**config.mk**
```make
export PLATFORM = sky130hd
export DESIGN_NAME = word_wrap_hex_escape_formatter_flat
export DESIGN_NICKNAME = d
export VERILOG_FILES = /design/src/rtl/wwhf_pkg.sv /design/src/rtl/wwhf_channels.sv /design/src/rtl/wwhf_ctrl.sv /design/src/rtl/wwhf_dp.sv /design/src/rtl/word_wrap_hex_escape_formatter.sv /design/src/flat_wrapper.sv
export SDC_FILE = /design/constraint.sdc
export NUM_CORES = 1
export LEC_CHECK = 0
export ABC_AREA = 1
export BUFFER_PORTS_ARGS = -buffer_cell sky130_fd_sc_hd__buf_2
export CORE_MARGIN = 3
export CORE_UTILIZATION = 35
export CTS_CLUSTER_DIAMETER = 50
export DETAILED_ROUTE_END_ITERATION = 8
export PLACE_DENSITY = 0.53
export SYNTH_ARGS = -nofsm -noshare
export SYNTH_HDL_FRONTEND = slang
export SYNTH_SLANG_ARGS = --single-unit
```
**constraint.sdc**
```tcl
create_clock -name clock -period 4.75 [get_ports clock]
set_input_delay 0 -clock clock [delete_from_list [all_inputs] [get_ports clock]]
set_output_delay 0 -clock clock [all_outputs]
set_load 0.03 [all_outputs]
```
**src/rtl/wwhf_pkg.sv**
```systemverilog
// Shared types, character codes and helper functions for the word wrap formatter.
package wwhf_pkg;

   localparam int unsigned BYTE_W       = 8;
   localparam int unsigned COL_W        = 9;
   localparam int unsigned ESC_POS_W    = 3;
   localparam int unsigned ESC_LEN      = 6;

   localparam logic [BYTE_W-1:0] CH_SPACE   = 8'h20;
   localparam logic [BYTE_W-1:0] CH_NEWLINE = 8'h0A;
   localparam logic [BYTE_W-1:0] CH_PRINT_LO = 8'h21;
   localparam logic [BYTE_W-1:0] CH_PRINT_HI = 8'h7E;
   localparam logic [BYTE_W-1:0] CH_LT      = 8'h3C;
   localparam logic [BYTE_W-1:0] CH_ZERO    = 8'h30;
   localparam logic [BYTE_W-1:0] CH_X       = 8'h78;
   localparam logic [BYTE_W-1:0] CH_GT      = 8'h3E;

   localparam logic [ESC_POS_W-1:0] ESC_POS_LT   = 3'd0;
   localparam logic [ESC_POS_W-1:0] ESC_POS_ZERO = 3'd1;
   localparam logic [ESC_POS_W-1:0] ESC_POS_X    = 3'd2;
   localparam logic [ESC_POS_W-1:0] ESC_POS_HI   = 3'd3;
   localparam logic [ESC_POS_W-1:0] ESC_POS_LO   = 3'd4;
   localparam logic [ESC_POS_W-1:0] ESC_POS_GT   = 3'd5;

   localparam logic [COL_W-1:0]  COL_MAX     = 9'd511;
   localparam logic [BYTE_W-1:0] LIMIT_RESET = 8'd72;

   typedef enum logic [2:0] {
      ST_IDLE,
      ST_ESC,
      ST_BREAK,
      ST_WORD,
      ST_DELIM
   } state_type;

   typedef enum logic [1:0] {
      EMIT_BREAK,
      EMIT_WORD,
      EMIT_DELIM
   } emit_sel_type;

   typedef struct packed {
      logic                 capture;
      logic                 store_char;
      logic                 set_ovf;
      logic                 esc_write;
      logic [ESC_POS_W-1:0] esc_pos;
      logic                 esc_done;
      logic                 rd_first;
      logic                 rd_next;
      logic                 emit;
      emit_sel_type         emit_sel;
      logic                 finish;
   } cmd_type;

   typedef struct packed {
      logic is_delim;
      logic is_print;
      logic word_fits;
      logic esc_fits;
      logic need_break;
      logic len_zero;
      logic more;
      logic slot_free;
   } status_type;

   function automatic logic [BYTE_W-1:0] hex_digit(input logic [3:0] nib);
      logic [BYTE_W-1:0] ch;
      if (nib < 4'd10) begin
         ch = CH_ZERO + {4'd0, nib};
      end else begin
         ch = 8'h37 + {4'd0, nib};
      end
      return ch;
   endfunction

   function automatic logic [BYTE_W-1:0] esc_char(input logic [ESC_POS_W-1:0] pos,
                                                  input logic [BYTE_W-1:0]    raw);
      logic [BYTE_W-1:0] ch;
      case (pos)
         ESC_POS_LT:   ch = CH_LT;
         ESC_POS_ZERO: ch = CH_ZERO;
         ESC_POS_X:    ch = CH_X;
         ESC_POS_HI:   ch = hex_digit(raw[7:4]);
         ESC_POS_LO:   ch = hex_digit(raw[3:0]);
         ESC_POS_GT:   ch = CH_GT;
         default:      ch = CH_GT;
      endcase
      return ch;
   endfunction

endpackage

```
**src/rtl/wwhf_channels.sv**
```systemverilog
// Valid/ready channel interfaces for input bytes and formatted output bytes.
interface wwhf_req_if;
   logic                          valid;
   logic                          ready;
   logic [wwhf_pkg::BYTE_W-1:0]   in_byte;

   modport source (output valid, output in_byte, input ready);
   modport sink   (input valid, input in_byte, output ready);
endinterface

interface wwhf_rsp_if;
   logic                          valid;
   logic                          ready;
   logic [wwhf_pkg::BYTE_W-1:0]   out_byte;
   logic                          last;
   logic                          truncated;

   modport source (output valid, output out_byte, output last, output truncated, input ready);
   modport sink   (input valid, input out_byte, input last, input truncated, output ready);
endinterface

```
**src/rtl/wwhf_ctrl.sv**
```systemverilog
// Sequencer for byte intake, escape expansion and word emission.
module wwhf_ctrl (
   input  logic                 clock,
   input  logic                 reset,
   input  logic                 req_valid,
   output logic                 req_ready,
   input  wwhf_pkg::status_type status,
   output wwhf_pkg::cmd_type    cmd
);

   wwhf_pkg::state_type                   state_ff;
   wwhf_pkg::state_type                   state_in;
   logic [wwhf_pkg::ESC_POS_W-1:0]        esc_pos_ff;
   logic [wwhf_pkg::ESC_POS_W-1:0]        esc_pos_in;

   always_ff @(posedge clock) begin
      if (reset) begin
         state_ff   <= wwhf_pkg::ST_IDLE;
         esc_pos_ff <= '0;
      end else begin
         state_ff   <= state_in;
         esc_pos_ff <= esc_pos_in;
      end
   end

   always_comb begin
      state_in   = state_ff;
      esc_pos_in = esc_pos_ff;
      req_ready  = 1'b0;
      cmd        = '0;
      cmd.emit_sel = wwhf_pkg::EMIT_WORD;
      case (state_ff)
         wwhf_pkg::ST_IDLE: begin
            req_ready = 1'b1;
            if (req_valid) begin
               cmd.capture = 1'b1;
               if (status.is_delim) begin
                  cmd.rd_first = 1'b1;
                  if (status.need_break) begin
                     state_in = wwhf_pkg::ST_BREAK;
                  end else if (status.len_zero) begin
                     state_in = wwhf_pkg::ST_DELIM;
                  end else begin
                     state_in = wwhf_pkg::ST_WORD;
                  end
               end else if (status.is_print) begin
                  if (status.word_fits) begin
                     cmd.store_char = 1'b1;
                  end else begin
                     cmd.set_ovf = 1'b1;
                  end
               end else if (status.esc_fits) begin
                  cmd.esc_write = 1'b1;
                  cmd.esc_pos   = wwhf_pkg::ESC_POS_LT;
                  esc_pos_in    = wwhf_pkg::ESC_POS_ZERO;
                  state_in      = wwhf_pkg::ST_ESC;
               end else begin
                  cmd.set_ovf = 1'b1;
               end
            end
         end
         wwhf_pkg::ST_ESC: begin
            cmd.esc_write = 1'b1;
            cmd.esc_pos   = esc_pos_ff;
            esc_pos_in    = esc_pos_ff + wwhf_pkg::ESC_POS_W'(1);
            if (esc_pos_ff == wwhf_pkg::ESC_POS_GT) begin
               cmd.esc_done = 1'b1;
               state_in     = wwhf_pkg::ST_IDLE;
            end
         end
         wwhf_pkg::ST_BREAK: begin
            if (status.slot_free) begin
               cmd.emit     = 1'b1;
               cmd.emit_sel = wwhf_pkg::EMIT_BREAK;
               state_in     = status.len_zero ? wwhf_pkg::ST_DELIM : wwhf_pkg::ST_WORD;
            end
         end
         wwhf_pkg::ST_WORD: begin
            if (status.slot_free) begin
               cmd.emit     = 1'b1;
               cmd.emit_sel = wwhf_pkg::EMIT_WORD;
               if (status.more) begin
                  cmd.rd_next = 1'b1;
               end else begin
                  state_in = wwhf_pkg::ST_DELIM;
               end
            end
         end
         wwhf_pkg::ST_DELIM: begin
            if (status.slot_free) begin
               cmd.emit     = 1'b1;
               cmd.emit_sel = wwhf_pkg::EMIT_DELIM;
               cmd.finish   = 1'b1;
               state_in     = wwhf_pkg::ST_IDLE;
            end
         end
         default: begin
            state_in = wwhf_pkg::ST_IDLE;
         end
      endcase
   end

   a_delim_blocks_intake: assert property (@(posedge clock) disable iff (reset)
      (req_valid && req_ready && status.is_delim) |=> !req_ready)
      else $error("intake open right after a delimiter transfer");

   a_finish_reopens: assert property (@(posedge clock) disable iff (reset)
      cmd.finish |=> req_ready)
      else $error("intake not reopened after the delimiter");

   a_word_nonempty: assert property (@(posedge clock) disable iff (reset)
      (cmd.emit && cmd.emit_sel == wwhf_pkg::EMIT_WORD) |-> !status.len_zero)
      else $error("word byte emitted from an empty word");

endmodule

```
**src/rtl/wwhf_dp.sv**
```systemverilog
// Word store, length, column and output register of the word wrap formatter.
module wwhf_dp #(
   parameter int unsigned WORD_CHARS = 60
) (
   input  logic                              clock,
   input  logic                              reset,
   input  logic                              csr_we,
   input  logic [wwhf_pkg::BYTE_W-1:0]       csr_wdata,
   input  logic [wwhf_pkg::BYTE_W-1:0]       req_byte,
   input  wwhf_pkg::cmd_type                 cmd,
   output wwhf_pkg::status_type              status,
   input  logic                              rsp_ready,
   output logic                              rsp_valid,
   output logic [wwhf_pkg::BYTE_W-1:0]       rsp_byte,
   output logic                              rsp_last,
   output logic                              rsp_truncated
);

   localparam int unsigned LEN_W  = $clog2(WORD_CHARS + 1);
   localparam int unsigned ADDR_W = $clog2(WORD_CHARS);
   localparam int unsigned SUM_W  = wwhf_pkg::COL_W + 1;

   logic [wwhf_pkg::BYTE_W-1:0] word_mem [WORD_CHARS];

   logic [wwhf_pkg::BYTE_W-1:0] limit_ff;
   logic [wwhf_pkg::BYTE_W-1:0] byte_ff;
   logic [wwhf_pkg::BYTE_W-1:0] rd_data_ff;
   logic [LEN_W-1:0]            len_ff;
   logic [LEN_W-1:0]            len_in;
   logic [LEN_W-1:0]            idx_ff;
   logic [LEN_W-1:0]            idx_in;
   logic [wwhf_pkg::COL_W-1:0]  col_ff;
   logic [wwhf_pkg::COL_W-1:0]  col_in;
   logic                        ovf_ff;
   logic                        ovf_in;
   logic                        rsp_valid_ff;
   logic                        rsp_valid_in;
   logic [wwhf_pkg::BYTE_W-1:0] rsp_byte_ff;
   logic [wwhf_pkg::BYTE_W-1:0] rsp_byte_in;
   logic                        rsp_last_ff;
   logic                        rsp_truncated_ff;

   logic                        mem_we;
   logic [ADDR_W-1:0]           mem_waddr;
   logic [wwhf_pkg::BYTE_W-1:0] mem_wdata;
   logic                        mem_re;
   logic [ADDR_W-1:0]           mem_raddr;
   logic [LEN_W:0]              esc_end;
   logic [LEN_W-1:0]            esc_addr;
   logic [SUM_W-1:0]            col_sum;
   logic [wwhf_pkg::BYTE_W-1:0] delim_byte;

   always_comb begin
      esc_end  = {1'b0, len_ff} + (LEN_W+1)'(wwhf_pkg::ESC_LEN);
      esc_addr = len_ff + LEN_W'(cmd.esc_pos);
      col_sum  = SUM_W'(col_ff) + SUM_W'(len_ff) + SUM_W'(1);
      delim_byte = byte_ff;

      status.is_delim   = (req_byte == wwhf_pkg::CH_SPACE) ||
                          (req_byte == wwhf_pkg::CH_NEWLINE);
      status.is_print   = req_byte inside {[wwhf_pkg::CH_PRINT_LO:wwhf_pkg::CH_PRINT_HI]};
      status.word_fits  = len_ff < LEN_W'(WORD_CHARS);
      status.esc_fits   = esc_end <= (LEN_W+1)'(WORD_CHARS);
      status.need_break = (col_ff != '0) && (col_sum > SUM_W'(limit_ff));
      status.len_zero   = len_ff == '0;
      status.more       = idx_ff < len_ff;
      status.slot_free  = !rsp_valid_ff || rsp_ready;

      mem_we    = cmd.store_char || cmd.esc_write;
      mem_waddr = cmd.store_char ? ADDR_W'(len_ff) : ADDR_W'(esc_addr);
      mem_wdata = cmd.store_char ? req_byte : wwhf_pkg::esc_char(cmd.esc_pos, byte_ff);
      mem_re    = cmd.rd_first || cmd.rd_next;
      mem_raddr = cmd.rd_first ? '0 : ADDR_W'(idx_ff);

      len_in = len_ff;
      if (cmd.store_char) begin
         len_in = len_ff + LEN_W'(1);
      end else if (cmd.esc_done) begin
         len_in = len_ff + LEN_W'(wwhf_pkg::ESC_LEN);
      end else if (cmd.finish) begin
         len_in = '0;
      end

      idx_in = idx_ff;
      if (cmd.rd_first) begin
         idx_in = LEN_W'(1);
      end else if (cmd.rd_next) begin
         idx_in = idx_ff + LEN_W'(1);
      end

      ovf_in = ovf_ff;
      if (cmd.set_ovf) begin
         ovf_in = 1'b1;
      end else if (cmd.finish) begin
         ovf_in = 1'b0;
      end

      col_in = col_ff;
      if (cmd.emit && cmd.emit_sel == wwhf_pkg::EMIT_BREAK) begin
         col_in = '0;
      end else if (cmd.finish) begin
         if (delim_byte == wwhf_pkg::CH_NEWLINE) begin
            col_in = '0;
         end else if (col_sum > SUM_W'(wwhf_pkg::COL_MAX)) begin
            col_in = wwhf_pkg::COL_MAX;
         end else begin
            col_in = col_sum[wwhf_pkg::COL_W-1:0];
         end
      end

      case (cmd.emit_sel)
         wwhf_pkg::EMIT_BREAK: rsp_byte_in = wwhf_pkg::CH_NEWLINE;
         wwhf_pkg::EMIT_WORD:  rsp_byte_in = rd_data_ff;
         wwhf_pkg::EMIT_DELIM: rsp_byte_in = delim_byte;
         default:              rsp_byte_in = rd_data_ff;
      endcase

      rsp_valid_in = rsp_valid_ff;
      if (cmd.emit) begin
         rsp_valid_in = 1'b1;
      end else if (rsp_ready) begin
         rsp_valid_in = 1'b0;
      end
   end

   always_ff @(posedge clock) begin
      if (mem_we) begin
         word_mem[mem_waddr] <= mem_wdata;
      end
      if (mem_re) begin
         rd_data_ff <= word_mem[mem_raddr];
      end
   end

   always_ff @(posedge clock) begin
      if (reset) begin
         limit_ff     <= wwhf_pkg::LIMIT_RESET;
         len_ff       <= '0;
         col_ff       <= '0;
         ovf_ff       <= 1'b0;
         rsp_valid_ff <= 1'b0;
      end else begin
         if (csr_we) begin
            limit_ff <= csr_wdata;
         end
         len_ff       <= len_in;
         col_ff       <= col_in;
         ovf_ff       <= ovf_in;
         rsp_valid_ff <= rsp_valid_in;
      end
   end

   always_ff @(posedge clock) begin
      idx_ff <= idx_in;
      if (cmd.capture) begin
         byte_ff <= req_byte;
      end
      if (cmd.emit) begin
         rsp_byte_ff      <= rsp_byte_in;
         rsp_last_ff      <= cmd.emit_sel == wwhf_pkg::EMIT_DELIM;
         rsp_truncated_ff <= ovf_ff;
      end
   end

   assign rsp_valid     = rsp_valid_ff;
   assign rsp_byte      = rsp_byte_ff;
   assign rsp_last      = rsp_last_ff;
   assign rsp_truncated = rsp_truncated_ff;

   a_len_bound: assert property (@(posedge clock) disable iff (reset)
      len_ff <= LEN_W'(WORD_CHARS))
      else $error("word length beyond the store depth");

endmodule

```
**src/rtl/word_wrap_hex_escape_formatter.sv**
```systemverilog
// Word wrap formatter top level: one input byte per transfer, formatted bytes out.
// A printable byte is appended to the pending word. Any other byte but a space or
// newline is stored as a six-character <0xHH> escape, written one character at a time
// by the single write port of the word store. A space or newline is accepted, then
// its bytes (optional line break, the word, the delimiter) go in turn through the
// output register; the next byte is accepted in the cycle after the delimiter is
// handed to the output register. Overflowing bytes are dropped and flag truncated on
// the next emitted word. There is no clearing pass after reset. csr_wdata sets the
// line limit; the user must write it only while the block is idle (not enforced).
module word_wrap_hex_escape_formatter #(
   parameter int unsigned WORD_CHARS = 60
) (
   input  logic                        clock,
   input  logic                        reset,
   input  logic                        csr_we,
   input  logic [wwhf_pkg::BYTE_W-1:0] csr_wdata,
   wwhf_req_if.sink                    req_ch,
   wwhf_rsp_if.source                  rsp_ch
);

   wwhf_pkg::cmd_type    cmd;
   wwhf_pkg::status_type status;

   wwhf_ctrl u_ctrl (
      .clock     (clock),
      .reset     (reset),
      .req_valid (req_ch.valid),
      .req_ready (req_ch.ready),
      .status    (status),
      .cmd       (cmd)
   );

   wwhf_dp #(
      .WORD_CHARS (WORD_CHARS)
   ) u_dp (
      .clock         (clock),
      .reset         (reset),
      .csr_we        (csr_we),
      .csr_wdata     (csr_wdata),
      .req_byte      (req_ch.in_byte),
      .cmd           (cmd),
      .status        (status),
      .rsp_ready     (rsp_ch.ready),
      .rsp_valid     (rsp_ch.valid),
      .rsp_byte      (rsp_ch.out_byte),
      .rsp_last      (rsp_ch.last),
      .rsp_truncated (rsp_ch.truncated)
   );

endmodule

```
**src/flat_wrapper.sv**
```systemverilog
// flat-port wrapper written by rule: the top's interface ports become plain ports
module word_wrap_hex_escape_formatter_flat 
#(
   parameter int unsigned WORD_CHARS = 60
)
  (clock, reset, csr_we, csr_wdata, req_ch_valid, req_ch_in_byte, req_ch_ready, rsp_ch_valid, rsp_ch_out_byte, rsp_ch_last, rsp_ch_truncated, rsp_ch_ready);
  wwhf_req_if req_ch_i ();
  wwhf_rsp_if rsp_ch_i ();
  input  logic clock;
  input  logic reset;
  input  logic csr_we;
  input  logic [wwhf_pkg::BYTE_W-1:0] csr_wdata;
  input wire logic [$bits(req_ch_i.valid)-1:0] req_ch_valid;
  input wire logic [$bits(req_ch_i.in_byte)-1:0] req_ch_in_byte;
  output wire logic [$bits(req_ch_i.ready)-1:0] req_ch_ready;
  output wire logic [$bits(rsp_ch_i.valid)-1:0] rsp_ch_valid;
  output wire logic [$bits(rsp_ch_i.out_byte)-1:0] rsp_ch_out_byte;
  output wire logic [$bits(rsp_ch_i.last)-1:0] rsp_ch_last;
  output wire logic [$bits(rsp_ch_i.truncated)-1:0] rsp_ch_truncated;
  input wire logic [$bits(rsp_ch_i.ready)-1:0] rsp_ch_ready;
  assign req_ch_i.valid = req_ch_valid;
  assign req_ch_i.in_byte = req_ch_in_byte;
  assign req_ch_ready = req_ch_i.ready;
  assign rsp_ch_valid = rsp_ch_i.valid;
  assign rsp_ch_out_byte = rsp_ch_i.out_byte;
  assign rsp_ch_last = rsp_ch_i.last;
  assign rsp_ch_truncated = rsp_ch_i.truncated;
  assign rsp_ch_i.ready = rsp_ch_ready;
  word_wrap_hex_escape_formatter #(.WORD_CHARS(WORD_CHARS)) u_core (.clock(clock), .reset(reset), .csr_we(csr_we), .csr_wdata(csr_wdata), .req_ch(req_ch_i), .rsp_ch(rsp_ch_i));
endmodule
```
Word level (Yosys, flattened, before mapping)
Memory sizes are Yosys's and may differ from the RTL's. A register that Yosys moved wholly into a read port is not among the register bits.
Cells that the tools add are included.

word-level totals
  memories = 1
  memory bits (writable) = 480
  flip-flop bits (word level) = 55
  output and inout port bits = 12

cells by class
  add/subtract/negate cells = 12
  mux-type cells = 57
  reductions and logical operators = 20
  equal/unequal tests = 24
  order comparisons = 9

memories
  name                  depth  width  rd ports  clocked after Yosys merged registers in  wr ports  line           source
  u_core.u_dp.word_mem  60     8      1         1                                        1         wwhf_dp.sv:23  logic [wwhf_pkg::BYTE_W-1:0] word_mem [WORD_CHARS];

operator list
  operator                                                                           count
  3-bit 2-to-1 mux                                                                   15
  6-bit 2-to-1 mux                                                                   6
  7-bit one-hot mux with 5 select lines                                              1
  6-bit by 4-bit adder with 7-bit output (first input constant)                      4
  7-bit 2-to-1 mux                                                                   3
  1-bit 2-to-1 mux                                                                   20
  9-bit 2-to-1 mux                                                                   2
  8-bit by 4-bit equality test with 1-bit output (second input constant)             2
  4-bit 2-to-1 mux                                                                   4
  8-bit one-hot mux with 2 select lines                                              1
  3-bit one-hot mux with 5 select lines                                              1
  6-bit by 1-bit adder with 6-bit output (second input constant)                     2
  3-bit by 2-bit equality test with 1-bit output (second input constant)             4
  10-bit by 1-bit adder with 10-bit output (second input constant)                   1
  9-bit by 6-bit adder with 10-bit output                                            1
  10-bit by 8-bit > comparator with 1-bit output                                     1
  10-bit by 9-bit > comparator with 1-bit output (second input constant)             1
  2-bit != test (second input constant)                                              5
  3-bit equality test (second input constant)                                        3
  3-bit one-hot mux with 3 select lines                                              1
  9-bit nonzero test                                                                 1
  8-bit by 6-bit equality test with 1-bit output (second input constant)             1
  8-bit by 6-bit >= comparator with 1-bit output (second input constant)             1
  8-bit by 7-bit less-or-equal comparator with 1-bit output (second input constant)  1
  other kinds (27)                                                                   40

Longest topological paths before layout
Gate-level depths: netlist of run 1.

  depth in word-level cells = 10
  depth in mapped cells = 21
  depth with buffers taken out = 21

By module
From an unflattened synthesis of run 1, not the netlist that was laid out.

unflattened totals
  cell total of the unflattened synthesis = 2482
  area, all modules = 24564.8 µm²

modules (own cells, without submodules)
  module     sequential area each (µm²)  cells an instance  instances  area an instance (µm²)
  wwhf_dp    15815.2                     2393               1          24030.5
  wwhf_ctrl  120.1                       89                 1          534.3

Least setup slack after synthesis of run 1
No wires, ideal clock.

  path type = flip-flop to flip-flop
  start point = reg u_core.u_ctrl.state_ff[0]
  end point = mem u_core.u_dp.word_mem[0][6] (netlist name), data pin
  cell stages (with the launch flop) = 9
  required time = 4.079 ns
  path slack = 0.491 ns
  arrival time = 3.588 ns
  buffers on the path = 1
  setup time = 0.671 ns
  clock period less this slack = 4.259 ns
  cells stage by stage = dfxtp_1 > nor2_1 > nand2_2 > nor2_2 > nand2_1 > nor2_4 > inv_2 > buf_6 > o21ai_0

between the ends
  word-level cells in the longest chain between the ends = 5

RTL lines
  item                                                                                        line             source
  start, declared                                                                             wwhf_ctrl.sv:11  wwhf_pkg::state_type state_ff;
  start signal, assigned                                                                      wwhf_ctrl.sv:18  state_ff <= wwhf_pkg::ST_IDLE;
  start signal, assigned                                                                      wwhf_ctrl.sv:21  state_ff <= state_in;
  3-bit by 1-bit equality test with 1-bit output / 3-bit logical NOT (equally long branches)  wwhf_ctrl.sv:32  case (state_ff)
  4-bit one-hot mux with 2 select lines                                                       wwhf_ctrl.sv:32
  3-bit equality test (tied with other cells)                                                 wwhf_pkg.sv:80   case (pos)
  7-bit one-hot mux with 5 select lines                                                       wwhf_pkg.sv:80
  8-bit 2-to-1 mux (*)                                                                        wwhf_dp.sv:71    mem_wdata = cmd.store_char ? req_byte : wwhf_pkg::esc_char(cmd.esc_pos, byte_ff);
  via u_core.u_dp.mem_wdata, one bit                                                          wwhf_dp.sv:45    logic [wwhf_pkg::BYTE_W-1:0] mem_wdata;
  end, declared                                                                               wwhf_dp.sv:23

The timed path passes the listed nets; every way through them passes the cells marked *.

Worst setup path in the final report of run 1
  start point = reg u_core.u_dp.len_ff[1]
  end point = mem u_core.u_dp.word_mem[49][2] (netlist name), enable pin

between the ends
  word-level cells in the longest chain between the ends = 10

RTL lines
  item                                                       line             source
  start, declared                                            wwhf_dp.sv:28    logic [LEN_W-1:0] len_ff;
  start signal, assigned                                     wwhf_dp.sv:146   len_ff <= len_in;
  6-bit by 3-bit adder with 7-bit output                     wwhf_dp.sv:54    esc_end = {1'b0, len_ff} + (LEN_W+1)'(wwhf_pkg::ESC_LEN);
  7-bit by 6-bit less-or-equal comparator with 1-bit output  wwhf_dp.sv:63    status.esc_fits = esc_end <= (LEN_W+1)'(WORD_CHARS);
  4-bit 2-to-1 mux                                           wwhf_ctrl.sv:52  end else if (status.esc_fits) begin
  4-bit 2-to-1 mux                                           wwhf_ctrl.sv:46  end else if (status.is_print) begin
  6-bit 2-to-1 mux                                           wwhf_ctrl.sv:37  if (status.is_delim) begin
  7-bit 2-to-1 mux                                           wwhf_ctrl.sv:35  if (req_valid) begin
  4-bit one-hot mux with 2 select lines                      wwhf_ctrl.sv:32
  1-bit logical OR                                           wwhf_dp.sv:69    mem_we = cmd.store_char || cmd.esc_write;
  1-bit 2-to-1 mux                                           wwhf_dp.sv:127   if (mem_we) begin
  1-bit 2-to-1 mux (implied by the code)                     wwhf_dp.sv:128   word_mem[mem_waddr] <= mem_wdata;

Several ways; a longest one is shown, not always the timed one.

==> results of run 1 <==
-- metrics by stage --
stage / instances / power, mW
6_report: 3442 / 10.9
5_1_grt: 3442 / 11.3
4_1_cts: 3442 / 11.0
3_5_place_dp: 3289 / 6.20
3_3_place_gp: 3289 / 6.19
2_1_floorplan: 2413 / 5.87
-- power groups by stage --
stage | combinational, mW | sequential [mW] | clock (mW)
after floorplan | 0.424 | 5.45 | 0
after global placement | 0.745 | 5.44 | 0
after detailed placement | 0.751 | 5.44 | 0
after CTS | 0.778 | 5.35 | 4.89
after global routing | 0.852 | 5.35 | 5.11
final | 0.778 | 5.35 | 4.80
-- routing by layer --
layer  vias to the layer above  wire length (µm)  GRT usage
met4                         2              2730     0.0723
li1                       8287                 -          -
met5                         -                13          0
met1                      8532             30000      0.253
met2                       605             31900      0.298
met3                       138              4310     0.0326
-- placed cells by master (no fill, tap or decap), types with 3 or more instances in the layout --
cell type      netlist  layout
clkinvlp_4           0       4
nand3_1            466     466
buf_4                4      26
ha_1                34      34
clkinv_2             0       8
o21ai_1              3       3
nand2_2             10      10
o21ai_0             78      77
inv_2                9      10
dfxtp_1             37      36
inv_1              268     267
xor2_1              12      12
a31oi_1              3       3
nor2_4               3       4
clkbuf_1            55       8
nand2_1            289     286
buf_2               46      32
o21bai_1             8       8
dlygate4sd3_1        0      37
nand4_1              8       8
nand3b_1            85      85
buf_12               0       5
nor2_2               5       5
or2_2               71      71
clkinv_1             5      21
nor3_1               8       8
edfxtp_1           506     506
clkbuf_16            0      71
nor2_1             197     196
o2111ai_1           33      33
a21oi_1             54      53
conb_1               1      60
nor4_1               4       4
inv_6                0       5
-- critical path, delay by kind of cell, from the launching register on --
kind	cells	cell delay, ns
flops	1	0.59
xor+xnor	1	0.14
compound gates	2	0.64
fa+ha+maj	1	0.28
buf+inv	2	0.36
simple gates	6	1.51
-- worst max-delay path by stage --
| stage | from | endpoint | slack, ns |
|---|---|---|---|
| 2_1_floorplan | u_core.u_ctrl.state_ff[0] | u_core.u_dp.word_mem[0][6] | 0.49 |
| 3_3_place_gp | u_core.u_dp.len_ff[1] | u_core.u_dp.word_mem[56][5] | 0.99 |
| 3_5_place_dp | u_core.u_dp.len_ff[1] | u_core.u_dp.word_mem[49][4] | 0.81 |
| 4_1_cts | u_core.u_dp.len_ff[1] | u_core.u_dp.word_mem[49][7] | 0.81 |
| 5_1_grt | u_core.u_ctrl.state_ff[1] | u_core.u_dp.word_mem[29][5] | 0.50 |
| 6_report | u_core.u_dp.len_ff[1] | u_core.u_dp.word_mem[49][2] | 0.85 |
-- timing repair --
item | 4_1_cts | 5_1_grt
endpoints found under the setup margin | 0 | 0
resized for setup | 0 | 0
hold buffers | 37 | 0
endpoints found under the hold margin | 44 | 0
-- final cells by class --
type                    instances  area share
clock buffers                  81      0.0638
clock inverters                35     0.00814
inverters                     282      0.0368
multi-input cells            1461       0.267
flip-flops and latches        543       0.554
well taps                     940      0.0409
repair buffers                100      0.0287
-- registers in the layout, summed over array words and instances (netlist names) --
register,flops
u_core.u_dp.byte_ff,8
u_core.u_dp.limit_ff,8
u_core.u_dp.rd_data_ff,8
u_core.u_ctrl.esc_pos_ff,3
u_core.u_dp.word_mem,480
u_core.u_dp.col_ff,9
u_core.u_dp.rsp_valid,1
u_core.u_dp.rsp_last,1
u_core.u_dp.rsp_byte,8
u_core.u_dp.ovf_ff,1
u_core.u_dp.idx_ff,6
u_core.u_ctrl.state_ff,3
u_core.u_dp.rsp_truncated,1
u_core.u_dp.len_ff,6
-- kinds of logic (layout without fill, tap and decap cells) --
kind of cell / Yosys count / count (layout)
AOI/OAI and AO/OA: 198 / 198
adders and majority gates: 36 / 36
buffers and inverters: 409 / 498
DFF: 543 / 543
and+or+nand+nor: 1151 / 1151
xor gates and xnor gates: 16 / 16
other: 1 / 60
==> results.md, run 1 <==
- Worst-path clk slew: approximately 0.050 ns
- Vias per inst: 5.10
- Worst Path Required: between 4 and 5 ns
- Post-synthesis register bit count: 543
- Die footprint: around 74000 µm²
- Count leader, synth: edfxtp_1
- Post-synthesis xor/xnor area fraction: 0.00623
- CP arrival: 4.11 ns
- RSZ-0062 raised after global routing: no
- Root Buffer: clkbuf_16
- Die Span Y: ~270 µm
- Fin crit period: about 4 ns
- Largest net degree at the start of global routing: slightly above 80
- Slew HR: 0.153
- Total power divided by cell area: around 380 nW/µm²
- Syn Std Cell Area: between 20000 and 25000 µm²
- Dpl hpwl: 41900 µm
- Crit path setup slack, layout: about 0.85 ns
- Setup Buffers After CTS: 0
- Adder-cell share of the synthesized area: 0.0187
- Design area: ~29000 µm²
- Yosys top cell by area: edfxtp_1
- Leakage: roughly 11 nW
- Hold depth: 2
- Clock share of power: 0.439
- Post-route ant nets: 0
- Antenna violations before repair: 1
- Worst hold path class: input port to flip-flop
- Place WS: between 0.8 and 0.9 ns
- Outcome: finished, final reports clean
- Hold Vio Cnt, Final: 0
- Clk Latency, worst-skew pair: 0.60 ns
- # IOs: 33
- Clk_skew: 0.0303 ns
- Mux contribution to synthesized area: 0
- Core area: 70300 µm²
- CTS Sinks: around 540
- Vias in the first global route: ~17000
- Reg2reg start: u_core.u_dp.len_ff[1]
- Setup TNS: 0 ns
- Fraction of the cycle the final worst path needs: 0.820
- CP max stage cell: nor2_1
- IR Drop Worst-Case VDD: 222 µV
- DR iter-0 viols: around 1800
- Sequential power share: 0.490
- WHS Endpoint: u_core.u_dp.byte_ff[6]
- First-pass GRT wire length: approximately 110000 µm
- Seq. cell area: 15900 µm²
- H-tree depth: 3
- WL/cell: between 20 and 25 µm
- Residual DRC: 0
- Synth Instances: between 2000 and 2500
- Ys Warns: 0
- Final Max Tran Viols: 0
- Cell Area, Placed: roughly 26000 µm²
- Yosys top cell area share: 0.610
- Num CTS Buffers: 67
- Mapped Avg Cell Area: 10.6 µm²
- Switching Share: 0.233
- GRT overflow: 0
- Final GP Congestion: approximately 0.9
- Hold Crit Start: req_ch_in_byte[6]
- Most used cell, CP: nand2_1
- EDFF count, synth: about 510
- Crit start category: flip-flop
- Final setup viols: 0
- FFs w/ async S/R, synth: 0
- GRT Util Overall: 0.187
- Synth Flop Type: edfxtp_1
- Area growth, synth to finish: 15.5%
- Via count: 17600
- Fillers: ~6700
- Count of distinct cell types in the synthesized netlist: 53
- Share of cells above drive strength 1: 0.108
- Clock Tree Buf Depth: 3
- Ant. Diodes: 0
- Crit Path Class: flip-flop to flip-flop
- Starting Density: 0.354
- Delay of the slowest cell on the worst path: about 0.7 ns
- CTS tree: built
- Net count, final: about 2500
- Peak Freq: between 200 and 300 MHz
- Top post-synthesis cells by count: edfxtp_1 (506), nand3_1 (466), nand2_1 (289)
- Worst Tran Pin Value: around 1.3 ns
- CP max FO: 10
- Row count: a little under 100
- Max Cap Viol: 0
- Chip width: between 200 and 300 µm
- Largest family of logic cells by synthesized area: simple AND/OR/NAND/NOR gates
- P_int: 8.37 mW
- Reg-to-reg endpoint: u_core.u_dp.word_mem[49][2]
- Crit-path cells: inv_1 -> ha_1 -> xnor2_1 -> nand2_1 -> nand2_1 -> nand3_1 -> nand2_1 -> o21ai_1 -> inv_1 -> a21oi_2 -> nand2_1 -> nor2_1
- Register area share after synthesis: 0.640
- WHS: between 0.1 and 0.15 ns
- Part of the power in combinational logic: 0.071
- R2R cell count: 12
- Final WL: just under 70000 µm
- Area of the multi-input gates: 7690 µm²
- R2R Setup Slk: about 0.85 ns
- Synth Area in Compound Gates: 0.0484
- Psw: between 2 and 3 mW
- Critical path endpoint category: flip-flop
- Final core utilization: 0.409
- Ranking of synthesized cells by area: edfxtp_1 (61%), nand3_1 (9.4%), nand2_1 (4.4%)
- # port buffers: 32
- Detailed Routing Iterations Pass 1: 5
- Synth Area in Simple Gates: 0.222
(Power assumes the default switching activity.)
==> run 2: changes to the inputs <==
clock period = 3.6 ns   (was 4.75 ns; I/O delays follow)
==> results.md, run 2 (same netlist as run 1, synthesis figures left out) <==
- Seq. cell area: 15900 µm²
- Clk Latency, worst-skew pair: roughly 0.60 ns
- Worst-path clk slew: around 0.050 ns
- IR Drop Worst-Case VDD: approximately 300 µV
- Root Buffer: clkbuf_16
- CP arrival: 3.53 ns
- Reg2reg start: u_core.u_dp.len_ff[2]
- Post-CTS resize count: 0
- DR iter-0 viols: approximately 1500
- RSZ-0062 raised after global routing: no
- Clk_skew: 0.0211 ns
- Via count: 17700
- Place WS: 0.312 ns
- WL/cell: 19.3 µm
- Met2 routed WL: between 30000 and 40000 µm
- Starting Density: 0.354
- Setup TNS: 0 ns
- Share of cells above drive strength 1: 0.142
- Worst Tran Pin Value: roughly 0.89 ns
- First-pass GRT wire length: ~100000 µm
- Row count: a little under 100
- # port buffers: 32
- Net count, final: 2600
- R2R Setup Slk: ~0.38 ns
- Hold depth: 2
- Num CTS Buffers: 66
- CTS Sinks: ~540
- Critical path endpoint category: flip-flop
- Total power divided by cell area: just under 500 nW/µm²
- Vias per inst: roughly 5.0
- R2R cell count: 14
- Max Cap Viol: 0
- Ant. Diodes: 0
- Die Span Y: ~270 µm
- Crit start category: flip-flop
- Post-placement cell count: 3374
- Met3 wire length: 3870 µm
- Final WL: between 60000 and 70000 µm
- GRT Util Overall: 0.183
- Fin crit period: ~3.2 ns
- # IOs: 33
- Leakage: ~11 nW
- Max reg flops: between 400 and 500
- Final setup viols: 0
- Crit path setup slack, layout: 0.376 ns
- Vias in the first global route: 17400
- Reg-to-reg endpoint: u_core.u_dp.word_mem[9][0]
- CP max FO: 10
- GRT overflow: 0
- Detailed Routing Iterations Pass 1: 6
- Largest net degree at the start of global routing: roughly 100
- Pwr Total: 14.6 mW
- Hold Crit Start: req_ch_in_byte[7]
- Outcome: finished, final reports clean
- Biggest regs: u_core.u_dp.word_mem (480), u_core.u_dp.col_ff (9)
- Slew HR: 0.408
- Largest Register: u_core.u_dp.word_mem
- Fillers: ~6700
- WHS Endpoint: u_core.u_dp.byte_ff[7]
- Peak Freq: 310 MHz
- Chip width: approximately 270 µm
- Crit Path Class: flip-flop to flip-flop
- Dpl hpwl: ~43000 µm
- Core area: roughly 70000 µm²
- Residual DRC: 0
- Final Max Tran Viols: 0
- Worst hold path class: input port to flip-flop
- Post-route ant nets: 0
- Most frequent cells in the layout: edfxtp_1 (506), nand3_1 (466), nand2_1 (286)
- Clock Tree Buf Depth: 3
- Most common cell after layout, fill and taps aside: edfxtp_1
- Final GP Congestion: 0.900
- CTS tree: built
- Fraction of the cycle the final worst path needs: 0.896
- Die footprint: ~74000 µm²
- Highest metal used: met4
- Antenna violations before repair: 0
- Final Non-Filler Cells: approximately 3500
- Area growth, synth to finish: 19.0%
- H-tree depth: 3
- Hold Vio Cnt, Final: 0
- Worst Path Required: around 3.9 ns
- Area of the multi-input gates: about 7700 µm²
- WL met1: between 30000 and 40000 µm
-- run 2: layout make-up --
| type | count | share of cell area |
|---|---|---|
| flip-flops and latches | 543 | 0.538 |
| inverters | 282 | 0.0357 |
| repair buffers | 189 | 0.0562 |
| clock buffers | 77 | 0.0578 |
| well taps | 940 | 0.0397 |
| multi-input cells | 1461 | 0.259 |
| clock inverters | 40 | 0.0134 |
-- run 2: worst max path at each step --
stage | startpoint | to | slack, ns | depth (start not counted)
2_1_floorplan | u_core.u_ctrl.state_ff[2] | u_core.u_dp.word_mem[0][5] | -0.06 | 8
3_3_place_gp | u_core.u_ctrl.state_ff[0] | u_core.u_dp.word_mem[45][7] | 0.36 | 13
3_5_place_dp | u_core.u_ctrl.state_ff[0] | u_core.u_dp.word_mem[45][5] | 0.31 | 13
4_1_cts | u_core.u_ctrl.state_ff[0] | u_core.u_dp.word_mem[44][7] | 0.27 | 13
5_1_grt | u_core.u_ctrl.state_ff[2] | u_core.u_dp.word_mem[45][6] | 0.05 | 14
6_report | u_core.u_dp.len_ff[2] | u_core.u_dp.word_mem[9][0] | 0.38 | 14
-- run 2: timing repair --
| item | 4_1_cts | 5_1_grt |
|---|---|---|
| hold endpoints to repair | 36 | 0 |
| setup endpoints to repair | 0 | 32 |
| setup buffers | 0 | 5 |
| hold buffers | 36 | 0 |
-- run 2: through the flow --
stage          cell area (µm²)  utilization  hold slack, ns
4_1_cts                  29600        0.421           0.105
2_1_floorplan            25100            -          0.0793
3_3_place_gp             27100        0.386           0.195
5_1_grt                  29600        0.422           0.125
3_5_place_dp             27100        0.386           0.195
6_report                 29600        0.422           0.142
-- run 2: report_power, final --
group,total [mW],internal [mW],switching (mW)
sequential,7.06,7.02,0.0381
combinational,1.09,0.327,0.764
clock,6.44,3.81,2.63
-- run 2: worst max-delay path, stage by stage, from the launching register on --
cell	delay, ns
dfxtp_1	0.53
inv_1	0.11
ha_1	0.23
xnor2_1	0.15
nand2_1	0.06
nand2_1	0.05
nand3_1	0.11
nand2_1	0.10
o21ai_1	0.34
inv_1	0.15
a21oi_2	0.30
nand2_1	0.10
buf_4	0.24
nor2_1	0.24
buf_4	0.20
-- run 2: per-layer routing --
layer	vias to the layer above	track usage
li1	8482	-
met2	519	0.291
met1	8578	0.248
met4	0	0.0723
met3	141	0.0370
met5	-	0
==> run 3: changes to the inputs <==
CORE_UTILIZATION = 34   (was 35)
PLACE_DENSITY = 0.52   (was 0.53)
==> results.md, run 3 (same netlist as run 1, synthesis figures left out) <==
- Most common cell after layout, fill and taps aside: edfxtp_1
- Core area: 72000 µm²
- Crit path setup slack, layout: approximately 0.09 ns
- Worst-path clk slew: around 0.050 ns
- Place WS: about 0.20 ns
- DR iter-0 viols: around 1500
- Num CTS Buffers: 70
- GRT Util Overall: 0.187
- Crit start category: flip-flop
- CP arrival: 3.74 ns
- Post-placement cell count: ~3400
- Pwr Total: 14.8 mW
- Clock Tree Buf Depth: 3
- Highest metal used: met4
- Total power divided by cell area: between 500 and 600 nW/µm²
- Max Cap Viol: 0
- Largest net degree at the start of global routing: 127
- Biggest regs: u_core.u_dp.word_mem (480), u_core.u_dp.col_ff (9)
- Peak Freq: 285 MHz
- CP max stage cell: nor2_1
- Hold Vio Cnt, Final: 0
- First-pass GRT wire length: roughly 110000 µm
- Final WL: a little over 70000 µm
- Met3 wire length: approximately 4800 µm
- Die Span Y: approximately 280 µm
- Dpl hpwl: ~46000 µm
- CTS Sinks: around 540
- Vias in the first global route: ~18000
- Fin crit period: between 3 and 4 ns
- Via count: approximately 18000
- Vias per inst: around 5
- Net count, final: 2587
- Worst Tran Pin Value: between 1 and 1.5 ns
- Slew HR: 0.296
- Root Buffer: clkbuf_16
- Residual DRC: 0
- Final GP Congestion: between 0.8 and 0.9
- WL/cell: about 20 µm
- Worst hold path class: input port to flip-flop
- Ant. Diodes: 0
- Post-route ant nets: 0
- Leakage: around 11 nW
- Final core utilization: 0.411
- Crit-path cells: inv_1 -> nand3_1 -> nor2_1 -> ha_1 -> fa_1 -> a21oi_1 -> nor2_1 -> nand2_1 -> xor2_2 -> nand2_1 -> inv_1 -> nand2_1 -> nor2_1
- Bufs and invs on worst path: 2
- Max reg flops: 480
- Final Max Tran Viols: 0
- Crit Path Class: flip-flop to flip-flop
- # IOs: 33
- WL met1: around 31000 µm
- H-tree depth: 3
- Final Non-Filler Cells: around 3500
- IR Drop Worst-Case VDD: between 300 and 400 µV
- Met2 routed WL: between 30000 and 40000 µm
- Cell Area, Placed: between 20000 and 30000 µm²
- WHS: 0.120 ns
- Delay of the slowest cell on the worst path: approximately 0.64 ns
- Cell family with most CP delay: simple AND/OR/NAND/NOR gates
- Fillers: 6832
- Chip width: 277 µm
- Detailed Routing Iterations Pass 1: 5
- Row count: 98
- GRT overflow: 0
- Fraction of the cycle the final worst path needs: 0.975
- Clk Latency, worst-skew pair: about 0.62 ns
- RSZ-0062 raised after global routing: yes
- CP max FO: 8
- Most frequent cells in the layout: edfxtp_1 (506), nand3_1 (466), nand2_1 (286)
- # port buffers: 32
- Antenna violations before repair: 0
- Final setup viols: 0
- Critical path endpoint category: flip-flop
- Die footprint: between 70000 and 80000 µm²
- Setup TNS: 0 ns
- Worst Path Required: around 3.8 ns
- Starting Density: 0.346
- Design area: slightly below 30000 µm²
- Clk_skew: 0.0276 ns
- Largest Register: u_core.u_dp.word_mem
- CTS tree: built
- Share of cells above drive strength 1: 0.139
- Outcome: finished, final reports clean
- Area growth, synth to finish: 18.7%
==> run 3: cell count changes in the layout (fill, tap and decap cells not counted), sizes merged <==
cell / delta
clkinvlp: +1
bufinv: -2
clkinv: +1
clkbuf: +7
buf: -17
inv: +1
==> run 3: area by class of cell <==
class / instances / area, µm² / area share
inverters: 282 / 1060 / 0.0358
well taps: 950 / 1190 / 0.0402
flip-flops and latches: 543 / 15900 / 0.539
clock inverters: 41 / 382 / 0.0129
repair buffers: 172 / 1460 / 0.0495
multi-input cells: 1461 / 7700 / 0.260
clock buffers: 84 / 1830 / 0.0618
==> run 3: final timing paths <==
kind                                                start                           to  slack (ns)  depth (start not counted)
worst max-delay path            u_core.u_ctrl.state_ff[1]  u_core.u_dp.word_mem[13][3]        0.09                         13
worst max register to register  u_core.u_ctrl.state_ff[1]  u_core.u_dp.word_mem[13][3]        0.09                         13
worst min register to register         u_core.u_dp.ovf_ff    u_core.u_dp.rsp_truncated        0.44                          0
worst min-delay path                    req_ch_in_byte[6]       u_core.u_dp.byte_ff[6]        0.12                          2
==> run 3: power breakdown <==
| part | total [mW] | switching (mW) | internal (mW) |
|---|---|---|---|
| logic | 1.07 | 0.771 | 0.299 |
| clock network | 6.66 | 2.77 | 3.89 |
| registers | 7.06 | 0.0352 | 7.02 |
| total | 14.8 | 3.57 | 11.2 |
==> run 3: repair_timing <==
item | in CTS | in global routing
setup endpoints to repair | 0 | 89
hold buffers | 36 | 0
endpoints found under the hold margin | 32 | 0
buffers inserted | 0 | 0
resized for setup | 0 | 5
==> run 3: per-layer routing <==
metal	GRT usage	vias to the layer above
li1	-	8463
met1	0.246	8669
met2	0.300	568
met3	0.0394	140
met4	0.0810	0
met5	0	-
